==> src/hw/rtl/lpmd_pkg.sv <==
package lpmd_pkg;

  // Default header field buffer depth
  localparam int unsigned HEADER_BUFFER_DEF = 64;

  localparam int unsigned CAP_W = 17;
  localparam int unsigned LEN_W = 17;

  localparam logic [CAP_W-1:0] CAP_RESET = 17'd4096;
  localparam logic [LEN_W-1:0] LEN_MAX   = 17'd99999;
  localparam logic [LEN_W-1:0] LEN_SAT   = 17'd100000;

  // Special bytes
  localparam logic [7:0] BYTE_BAR   = 8'h7C;
  localparam logic [7:0] BYTE_ONE   = 8'h31;
  localparam logic [7:0] BYTE_PLUS  = 8'h2B;
  localparam logic [7:0] BYTE_MINUS = 8'h2D;
  localparam logic [7:0] BYTE_SPACE = 8'h20;
  localparam logic [7:0] BYTE_ZERO  = 8'h30;

  // Parser phase codes
  localparam logic [2:0] PH_VERSION = 3'd0;
  localparam logic [2:0] PH_TYPE    = 3'd1;
  localparam logic [2:0] PH_LENGTH  = 3'd2;
  localparam logic [2:0] PH_BODY    = 3'd3;
  localparam logic [2:0] PH_DRAIN   = 3'd4;

  // Length field number form
  localparam logic [1:0] NF_SPACE  = 2'd0;
  localparam logic [1:0] NF_SIGN   = 2'd1;
  localparam logic [1:0] NF_DIGITS = 2'd2;
  localparam logic [1:0] NF_BAD    = 2'd3;

  // Result event codes
  localparam logic [3:0] EV_HEADER    = 4'd0;
  localparam logic [3:0] EV_BODY      = 4'd1;
  localparam logic [3:0] EV_DRAIN     = 4'd2;
  localparam logic [3:0] EV_ACCEPT    = 4'd3;
  localparam logic [3:0] EV_VERSION   = 4'd4;
  localparam logic [3:0] EV_TYPE      = 4'd5;
  localparam logic [3:0] EV_LENGTH    = 4'd6;
  localparam logic [3:0] EV_TOO_LARGE = 4'd7;
  localparam logic [3:0] EV_NO_BAR    = 4'd8;

  // One result word
  typedef struct packed {
    logic [3:0]       event_res;
    logic [7:0]       data_byte;
    logic [23:0]      type_code;
    logic [LEN_W-1:0] body_length;
  } lpmd_res_t;

endpackage

==> src/hw/rtl/length_prefixed_message_deframer.sv <==
// Latency: a word accepted at one edge shows its result word from the next cycle.
// Throughput: one word per cycle while results are taken; the result register is
// refilled in the cycle it is taken, so input ready follows only the output side.
// Reset: rst_ni asynchronous, active low; parser returns to the version field,
// capacity_q returns to 4096, the result register empties.
module length_prefixed_message_deframer #(
  parameter int unsigned HEADER_BUFFER = lpmd_pkg::HEADER_BUFFER_DEF
) (
  input  logic                         clk_i,
  input  logic                         rst_ni,
  input  logic                         cfg_we_i,
  input  logic [lpmd_pkg::CAP_W-1:0]   cfg_wdata_i,
  input  logic                         in_valid_i,
  output logic                         in_ready_o,
  input  logic [7:0]                   byte_value_i,
  output logic                         out_valid_o,
  input  logic                         out_ready_i,
  output logic [3:0]                   event_res_o,
  output logic [7:0]                   data_byte_o,
  output logic [23:0]                  type_code_o,
  output logic [lpmd_pkg::LEN_W-1:0]   body_length_o
);
  import lpmd_pkg::*;

  logic [CAP_W-1:0] capacity_q;
  logic             out_valid_q;
  lpmd_res_t        res_q;
  lpmd_res_t        res_d;
  logic             step;

  assign in_ready_o = !out_valid_q || out_ready_i;
  assign step       = in_valid_i && in_ready_o;

  lpmd_parser #(
    .HEADER_BUFFER(HEADER_BUFFER)
  ) u_parser (
    .clk_i     (clk_i),
    .rst_ni    (rst_ni),
    .step_i    (step),
    .byte_i    (byte_value_i),
    .capacity_i(capacity_q),
    .res_o     (res_d)
  );

  // Capacity register
  always_ff @(posedge clk_i or negedge rst_ni) begin
    if (!rst_ni) begin
      capacity_q <= CAP_RESET;
    end else if (cfg_we_i) begin
      capacity_q <= cfg_wdata_i;
    end
  end

  // Result register valid
  always_ff @(posedge clk_i or negedge rst_ni) begin
    if (!rst_ni) begin
      out_valid_q <= 1'b0;
    end else if (step) begin
      out_valid_q <= 1'b1;
    end else if (out_ready_i) begin
      out_valid_q <= 1'b0;
    end
  end

  // Result payload
  always_ff @(posedge clk_i) begin
    if (step) begin
      res_q <= res_d;
    end
  end

  assign out_valid_o   = out_valid_q;
  assign event_res_o   = res_q.event_res;
  assign data_byte_o   = res_q.data_byte;
  assign type_code_o   = res_q.type_code;
  assign body_length_o = res_q.body_length;

endmodule

==> src/hw/rtl/lpmd_parser.sv <==
module lpmd_parser #(
  parameter int unsigned HEADER_BUFFER = lpmd_pkg::HEADER_BUFFER_DEF
) (
  input  logic                         clk_i,
  input  logic                         rst_ni,
  input  logic                         step_i,
  input  logic [7:0]                   byte_i,
  input  logic [lpmd_pkg::CAP_W-1:0]   capacity_i,
  output lpmd_pkg::lpmd_res_t          res_o
);
  import lpmd_pkg::*;

  localparam int unsigned FC_W = $clog2(HEADER_BUFFER);
  localparam logic [FC_W-1:0] FC_LIMIT = FC_W'(HEADER_BUFFER - 1);

  logic [2:0]       phase_q, phase_d;
  logic [FC_W-1:0]  field_count_q, field_count_d;
  logic             version_good_q, version_good_d;
  logic [23:0]      type_bytes_q, type_bytes_d;
  logic [LEN_W-1:0] acc_q, acc_d;
  logic [1:0]       form_q, form_d;
  logic             neg_q, neg_d;
  logic [LEN_W-1:0] remaining_q, remaining_d;
  logic [LEN_W-1:0] decl_len_q, decl_len_d;

  logic [LEN_W-1:0] rem_dec;
  logic [FC_W-1:0]  fc_inc;
  logic [19:0]      acc_next;
  logic [LEN_W-1:0] len_val;
  logic             len_ok;
  logic             last;
  logic             done;
  logic [3:0]       ev;
  logic [7:0]       data;

  assign rem_dec  = remaining_q - 1'b1;
  assign fc_inc   = field_count_q + 1'b1;
  // acc * 10 + digit, wide enough for the saturated value
  assign acc_next = ({3'b000, acc_q} << 3) + ({3'b000, acc_q} << 1)
                  + {16'd0, byte_i[3:0]};

  // Length field verdict at its closing bar
  always_comb begin
    len_ok  = 1'b1;
    len_val = '0;
    if (field_count_q != '0) begin
      if (form_q != NF_DIGITS) begin
        len_ok = 1'b0;
      end else if (neg_q && (acc_q != '0)) begin
        len_ok = 1'b0;
      end else if (acc_q > LEN_MAX) begin
        len_ok = 1'b0;
      end else begin
        len_val = acc_q;
      end
    end
  end

  // Next state and result for one word
  always_comb begin
    phase_d        = phase_q;
    field_count_d  = field_count_q;
    version_good_d = version_good_q;
    type_bytes_d   = type_bytes_q;
    acc_d          = acc_q;
    form_d         = form_q;
    neg_d          = neg_q;
    remaining_d    = remaining_q;
    decl_len_d     = decl_len_q;
    ev             = EV_HEADER;
    data           = '0;
    done           = 1'b0;
    last           = (rem_dec == '0);

    if (phase_q inside {PH_BODY, PH_DRAIN}) begin
      remaining_d = rem_dec;
      if (phase_q == PH_DRAIN) begin
        ev = last ? EV_TOO_LARGE : EV_DRAIN;
      end else if (!last) begin
        ev   = EV_BODY;
        data = byte_i;
      end else if (byte_i == BYTE_BAR) begin
        ev   = EV_ACCEPT;
        data = byte_i;
      end else begin
        ev = EV_NO_BAR;
      end
      done = last;
    end else if (byte_i == BYTE_BAR) begin
      // End of a header field
      field_count_d = '0;
      case (phase_q)
        PH_VERSION: begin
          if ((field_count_q == FC_W'(1)) && version_good_q) begin
            phase_d = PH_TYPE;
          end else begin
            ev   = EV_VERSION;
            done = 1'b1;
          end
        end
        PH_TYPE: begin
          if (field_count_q == FC_W'(3)) begin
            phase_d = PH_LENGTH;
          end else begin
            ev   = EV_TYPE;
            done = 1'b1;
          end
        end
        default: begin
          if (!len_ok) begin
            ev   = EV_LENGTH;
            done = 1'b1;
          end else begin
            decl_len_d = len_val;
            if (({1'b0, len_val} + 18'd1) > {1'b0, capacity_i}) begin
              if (len_val == '0) begin
                ev   = EV_TOO_LARGE;
                done = 1'b1;
              end else begin
                phase_d     = PH_DRAIN;
                remaining_d = len_val;
              end
            end else if (len_val == '0) begin
              ev   = EV_NO_BAR;
              done = 1'b1;
            end else begin
              phase_d     = PH_BODY;
              remaining_d = len_val;
            end
          end
        end
      endcase
    end else begin
      // Header byte inside a field
      case (phase_q)
        PH_VERSION: begin
          version_good_d = (field_count_q == '0) && (byte_i == BYTE_ONE);
        end
        PH_TYPE: begin
          type_bytes_d = {type_bytes_q[15:0], byte_i};
        end
        default: begin
          if (byte_i inside {[8'h30:8'h39]}) begin
            if (form_q != NF_BAD) begin
              form_d = NF_DIGITS;
              acc_d  = (acc_next > {3'b000, LEN_SAT}) ? LEN_SAT : acc_next[LEN_W-1:0];
            end
          end else if ((byte_i == BYTE_PLUS) || (byte_i == BYTE_MINUS)) begin
            if (form_q == NF_SPACE) begin
              form_d = NF_SIGN;
              neg_d  = (byte_i == BYTE_MINUS);
            end else begin
              form_d = NF_BAD;
            end
          end else if (((byte_i == BYTE_SPACE) || (byte_i inside {[8'h09:8'h0D]}))
                       && (form_q == NF_SPACE)) begin
            form_d = form_q;
          end else begin
            form_d = NF_BAD;
          end
        end
      endcase
      field_count_d = fc_inc;
      // Field ran out of header buffer
      if (fc_inc >= FC_LIMIT) begin
        ev   = (phase_q == PH_VERSION) ? EV_VERSION :
               (phase_q == PH_TYPE)    ? EV_TYPE : EV_LENGTH;
        done = 1'b1;
      end
    end

    // Result carries values before any restart
    res_o.event_res   = ev;
    res_o.data_byte   = data;
    res_o.type_code   = type_bytes_d;
    res_o.body_length = decl_len_d;

    // Restart at the version field after an error or a finished message
    if (done) begin
      phase_d        = PH_VERSION;
      field_count_d  = '0;
      version_good_d = 1'b0;
      type_bytes_d   = '0;
      acc_d          = '0;
      form_d         = NF_SPACE;
      neg_d          = 1'b0;
      remaining_d    = '0;
      decl_len_d     = '0;
    end
  end

  // Parser state
  always_ff @(posedge clk_i or negedge rst_ni) begin
    if (!rst_ni) begin
      phase_q        <= PH_VERSION;
      field_count_q  <= '0;
      version_good_q <= 1'b0;
      type_bytes_q   <= '0;
      acc_q          <= '0;
      form_q         <= NF_SPACE;
      neg_q          <= 1'b0;
      remaining_q    <= '0;
      decl_len_q     <= '0;
    end else if (step_i) begin
      phase_q        <= phase_d;
      field_count_q  <= field_count_d;
      version_good_q <= version_good_d;
      type_bytes_q   <= type_bytes_d;
      acc_q          <= acc_d;
      form_q         <= form_d;
      neg_q          <= neg_d;
      remaining_q    <= remaining_d;
      decl_len_q     <= decl_len_d;
    end
  end

endmodule
==> config.mk <==
export PLATFORM = sky130hd
export DESIGN_NAME = length_prefixed_message_deframer
export DESIGN_NICKNAME = d
export VERILOG_FILES = /design/src/hw/rtl/lpmd_pkg.sv /design/src/hw/rtl/length_prefixed_message_deframer.sv /design/src/hw/rtl/lpmd_parser.sv
export SDC_FILE = /design/constraint.sdc
export NUM_CORES = 1
export LEC_CHECK = 0
export BUFFER_PORTS_ARGS = -buffer_cell sky130_fd_sc_hd__clkbuf_2
export CORE_UTILIZATION = 35
export CTS_CLUSTER_SIZE = 14
export DETAILED_ROUTE_END_ITERATION = 16
export PLACE_DENSITY = 0.55
export SYNTH_ARGS = -nofsm -noshare
export SYNTH_HDL_FRONTEND = slang
export SYNTH_HIERARCHICAL = 1
export SYNTH_SLANG_ARGS = --single-unit
==> constraint.sdc <==
create_clock -name clk_i -period 5.1 [get_ports clk_i]
set_input_delay 0.51 -clock clk_i [delete_from_list [all_inputs] [get_ports clk_i]]
set_output_delay 0.51 -clock clk_i [all_outputs]
set_load 0.01 [all_outputs]
# Word level (Yosys, flattened, before mapping)
# Index checks and enable logic that the tools add are counted.
dict set report classes {
  addsub 5
  n_mux 91
  n_lt_le_gt_ge 8
  eq_ne 23
  n_reduce_logical 38
  bitwise 1
}
# operator count
set ops {}
lappend ops {{$mux 17} 22}
lappend ops {{$mux 24} 4}
lappend ops {{$mux 4} 10}
lappend ops {{$mux 3} 13}
lappend ops {{$logic_not 17->1} 2}
lappend ops {{$eq 8x6->1 const B} 4}
lappend ops {{$mux 1} 24}
lappend ops {{$add 20x18->20} 1}
lappend ops {{$add 20x4->20} 1}
lappend ops {{$gt 20x17->1 const B} 1}
lappend ops {{$mux 2} 10}
lappend ops {{$add 17x1->18 const B} 1}
lappend ops {{$gt 18x17->1} 1}
lappend ops {{$mux 6} 3}
lappend ops {{$gt 17x17->1 const B} 1}
lappend ops {{$reduce_bool 17->1} 1}
lappend ops {{$sub 17x1->17 const B} 1}
lappend ops {{$mux 8} 2}
lappend ops {{$reduce_bool 2->1} 8}
lappend ops {{$reduce_and 7->1} 2}
lappend ops {{$ne 3x1->1 const B} 4}
lappend ops {{$reduce_and 6->1} 2}
lappend ops {{$eq 8x7->1 const B} 1}
lappend ops {{$ge 8x4->1 const B} 1}
lappend ops {{32 further kinds} 46}
dict set report totals {
  input_bits 30
  word_cells 181
  ff_bits 159
  out_inout_bits 55
}

# Depth between registers and ports, before layout
dict set report depth {
  word_depth 13
  depth_mapped 23
}

# Modules after synthesis
# The synthesis kept the hierarchy.
# mod instances cells_each area_each_um2
set by_module_without_submodules {}
lappend by_module_without_submodules {lpmd_parser 1 964 7603.5}
lappend by_module_without_submodules {length_prefixed_message_deframer 1 93 2322.2}

# Least setup slack after synthesis
# Ideal clock, no wire load.
dict set report synth_path {
  kind {flip-flop to flip-flop}
  startpoint {register u_parser.acc_q[11]}
  endpoint {register res_q, in the netlist event_res_o[2] (data pin)}
  t_required_ns 4.835
  period_less_slack_ns 4.535
  t_arrival_ns 4.270
  setup_slack_ns 0.565
  stages_incl_launch_ff 23
  path_buffers 1
  cell_sequence {dfrtp_1 -> clkbuf_1 -> nor4_1 -> and4_1 -> a21boi_1 -> nor3_2 -> and2_1 -> ha_1 -> and3_1 -> nand2_1 -> nor3_1 -> nand4_1 -> xor2_1 -> nor2_1 -> ha_1 -> nand2_1 -> nor2_1 -> nand2_1 -> o32ai_1 -> a41o_1 -> a31oi_1 -> mux2i_1 -> o211ai_1}
}
# item line
set synth_rtl {}
lappend synth_rtl {{start, declared} lpmd_parser.sv:20} ;# logic [LEN_W-1:0] acc_q, acc_d;
lappend synth_rtl {{start signal, assigned} lpmd_parser.sv:199} ;# acc_q <= '0;
lappend synth_rtl {{start signal, assigned} lpmd_parser.sv:209} ;# acc_q <= acc_d;
lappend synth_rtl {{end signal, assigned} length_prefixed_message_deframer.sv:68} ;# res_q <= res_d;
lappend synth_rtl {{end, declared} length_prefixed_message_deframer.sv:27} ;# lpmd_res_t res_q;

==> flow_summary_export.csv <==
group,metric,value,unit
clock_tree,numClockSinks,159,
synth,syn_area,0.00993,mm²
route,first_iter_violations,691,
finish,layout_commonest_cell,"o21ai_0",
timing,period_share,0.915,
power_and_ir_drop,p_comb_frac,0.357,
timing,timing.final.ws_setup,0.431,ns
route,via_per_inst,5.42,
route,met2WireLength,12100,µm
route,vias,8231,
power_and_ir_drop,clockPowerShare,0.266,
timing,finalSetupViolations,0,
timing,hold_violations,0,
route,drt-total-wl,26400,µm
timing,skew,0.0161,ns
setup_path,worst_setup_path_end_kind,"flop",
clock_tree,clkSlewWorstSetupHoldPaths,0.07,ns
global_routing,grt_max_degree,81,
floorplanning,coreArea,0.0279,mm²
setup_path,arrival,4.85,ns
global_routing,grt_pass1_vias,7710,
global_routing,gr-usage-all-layers,0.187,
synth,synth_seq_cells,159,
run_status,status,"completed",
synth,ys_top_cells_by_area,"dfrtp_1, edfxtp_1, ha_1, o21ai_0, nand2_1",
power_and_ir_drop,p_sw,2070,µW
floorplanning,die_height,170,µm
finish,fin_cells,1518,
global_routing,grt_pass1_wl,42600,µm
route,wl_per_cell,17.4,µm
clock_tree,cts_resized,0,
clock_tree,cts_max_level,4,
power_and_ir_drop,seq_power_share,0.377,
clock_tree,cts_hold_buf,0,
placed_design,gp_congestion,0.836,
synth,synth_edf_count,53,
synth,synth_nets,1147,
synth,avgSynthCellArea,9.39,µm²
route,wl_met3,1070,µm
floorplanning,start_util,0.356,
placed_design,dp.cells,1486,
timing,rsz0062_at_grt,"false",
power_and_ir_drop,power_density,439,mW/mm²
timing,timing.fmax,0.214,GHz
timing,fin_crit,4.67,ns
route,wl_met1,12900,µm
floorplanning,die_area,0.0290,mm²
setup_path,crit_type,"reg2reg",
finish,finalInstanceArea,0.0114,mm²
synth,syn_inst,1057,
clock_tree,numCtsBuffers,17,
finish,layout-drive-gt1-share,0.178,
timing,whs,0.187,ns
worst_hold_path,hold_class,"in2async",
floorplanning,row_count,61,
global_routing,antenna_found_initial,0,
floorplanning,die_x,170,µm
synth,yosysUniqueCellTypes,87,
synth,yosysTopAreaCellShare,0.265,
synth,synthArstFlopShare,0.667,
clock_tree,clk_latency,0.44,ns
floorplanning,pin_count,85,
synth,yosysTopAreaCell,"dfrtp_1",
clock_tree,post_cts_buffers,0,
setup_path,startpoint_type,"flop",
setup_path,critPathRequiredTime,5.28,ns
timing,setup_tns,0,ns
finish,register_area,0.00425,mm²
synth,yosysSeqAreaShare,0.428,
finish,multi_input_area,0.00516,mm²
timing,worst_pin_slew,1.04,ns
finish,layout_common_cells,"o21ai_0, dfrtp_1, nand2_1",
clock_tree,clockBufferDepth,2,
placed_design,dp_worst_setup_slack,0.111,ns
clock_tree,cts-root-buf,"clkbuf_16",
placed_design,portBuffers,84,
timing,report.final.slew_viol_count,0,
route,drc_errors,0,
synth,ys.flop_type,"dfrtp_1",
global_routing,overflow,0,
synth,synth_warnings,6,
timing,slew_headroom,0.306,
finish,fill_cells,2759,
power_and_ir_drop,p_sw_frac,0.413,
route,postRouteAntennaNets,0,
placed_design,dp_hpwl,18700,µm
power_and_ir_drop,p_leak,0.00488,µW
finish,antennaDiodeCount,0,
clock_tree,cts_tree,"yes",
setup_path,critPathMaxFanout,5,
power_and_ir_drop,ir_worst_vdd,222,µV
route,top_layer,"met4",
power_and_ir_drop,internal-power,2940,µW
finish,area_delta_synth_final,15.0,%
placed_design,dpl_cell_area,0.0107,mm²
route,drt_first_pass_iters,5,
finish,nets,1217,
flow_run,cap_violations,0,
[sequential cells by signal, summed over array words and instances, names as in the netlist, 2 cells and up]
| register | count |
|---|---|
| capacity_q | 17 |
| u_parser/acc_q | 17 |
| u_parser/form_q | 2 |
| u_parser/field_count_q | 6 |
| u_parser/decl_len_q | 17 |
| event_res_o | 4 |
| body_length_o | 17 |
| u_parser/phase_q | 3 |
| type_code_o | 24 |
| data_byte_o | 8 |
| u_parser/type_bytes_q | 24 |
| u_parser/remaining_q | 17 |
[cells by family after synthesis]
kind of cell / count (synthesis) / share of synthesized area
and+or+nand+nor: 349 / 0.181
AOI/OAI and AO/OA: 295 / 0.194
DFF: 159 / 0.428
buffers and inverters: 136 / 0.0585
adders and majority gates: 60 / 0.0771
xor gates and xnor gates: 30 / 0.0265
muxes: 28 / 0.0352
[worst paths after layout]
check                                              start                                    end  slack, ns  cells past startpoint
setup / recovery           u_parser/acc_q[7]$_DFFE_PN0P_               event_res_o[2]$_DFFE_PP_       0.43                     22
hold / removal                                    rst_ni  u_parser/field_count_q[5]$_DFFE_PN0P_       0.19                      1
setup reg to reg           u_parser/acc_q[7]$_DFFE_PN0P_               event_res_o[2]$_DFFE_PP_       0.43                     22
hold reg to reg                capacity_q[2]$_DFFE_PN0P_              capacity_q[2]$_DFFE_PN0P_       0.51                      1
max in group asynchronous                         rst_ni     u_parser/decl_len_q[7]$_DFFE_PN0P_       3.81                      2
min in group clk_i                            in_valid_i                out_valid_o$_DFFE_PN0P_       0.28                      2
[cells in the mapped netlist, types with 11 or more instances]
master / n
xnor2_1: 18
nand4_1: 11
edfxtp_1: 53
a31oi_1: 16
o211ai_1: 15
a21oi_1: 41
buf_2: 13
xor2_1: 12
nor2_1: 61
nand2_1: 101
a22o_1: 20
nand3_1: 66
o21ai_0: 107
ha_1: 58
inv_1: 77
nor3_1: 14
clkbuf_1: 38
o21ai_1: 18
nand2b_1: 11
dfrtp_1: 105
nor4_1: 11
mux2_2: 15
[critical path, cell delays in order, from the launching register on]
cell and delay, ns:
dfrtp_1 0.39, nor4_1 0.35, and4_4 0.29, a21boi_1 0.10, nor3_2 0.26, nand2_1 0.13
inv_1 0.12, ha_1 0.21, and3_1 0.23, nand2_1 0.11, nor3_2 0.25, nand4_1 0.14
xor2_1 0.15, nor2_1 0.06, ha_1 0.33, nand2_1 0.06, nor2_1 0.19, nand2_1 0.10
o32ai_2 0.33, a41o_2 0.25, a31oi_1 0.12, mux2i_1 0.17, o211ai_1 0.09
[layout make-up]
class                           count  area share
Inverter                           77      0.0253
Timing Repair Buffer              110      0.0542
Tap cell                          378      0.0414
Clock buffer                       17      0.0373
Clock inverter                     15      0.0179
Sequential cell                   159       0.372
Multi-Input combinational cell    762       0.452
[per-stage QoR]
step | power (µW) | utilization
4_1_cts | 5030 | 0.408
5_1_grt | 5340 | 0.410
3_3_place_gp | 3670 | 0.385
6_report | 5010 | 0.410
2_1_floorplan | 3160 | -
3_5_place_dp | 3670 | 0.385
[power by group through the flow]
stage               clock (µW)  sequential, µW  combinational, µW
global route              1420            1930               1990
CTS                       1370            1880               1780
global placement             0            1900               1770
finish                    1340            1890               1790
floorplan                    0            1850               1320
detailed placement           0            1910               1760
[routing by layer]
layer	up-vias	GRT usage
li1	4029	-
met1	3954	0.264
met2	222	0.298
met3	26	0.0270
met4	0	0.0497
met5	-	0
Note: power is estimated with default switching activity, not from simulation.
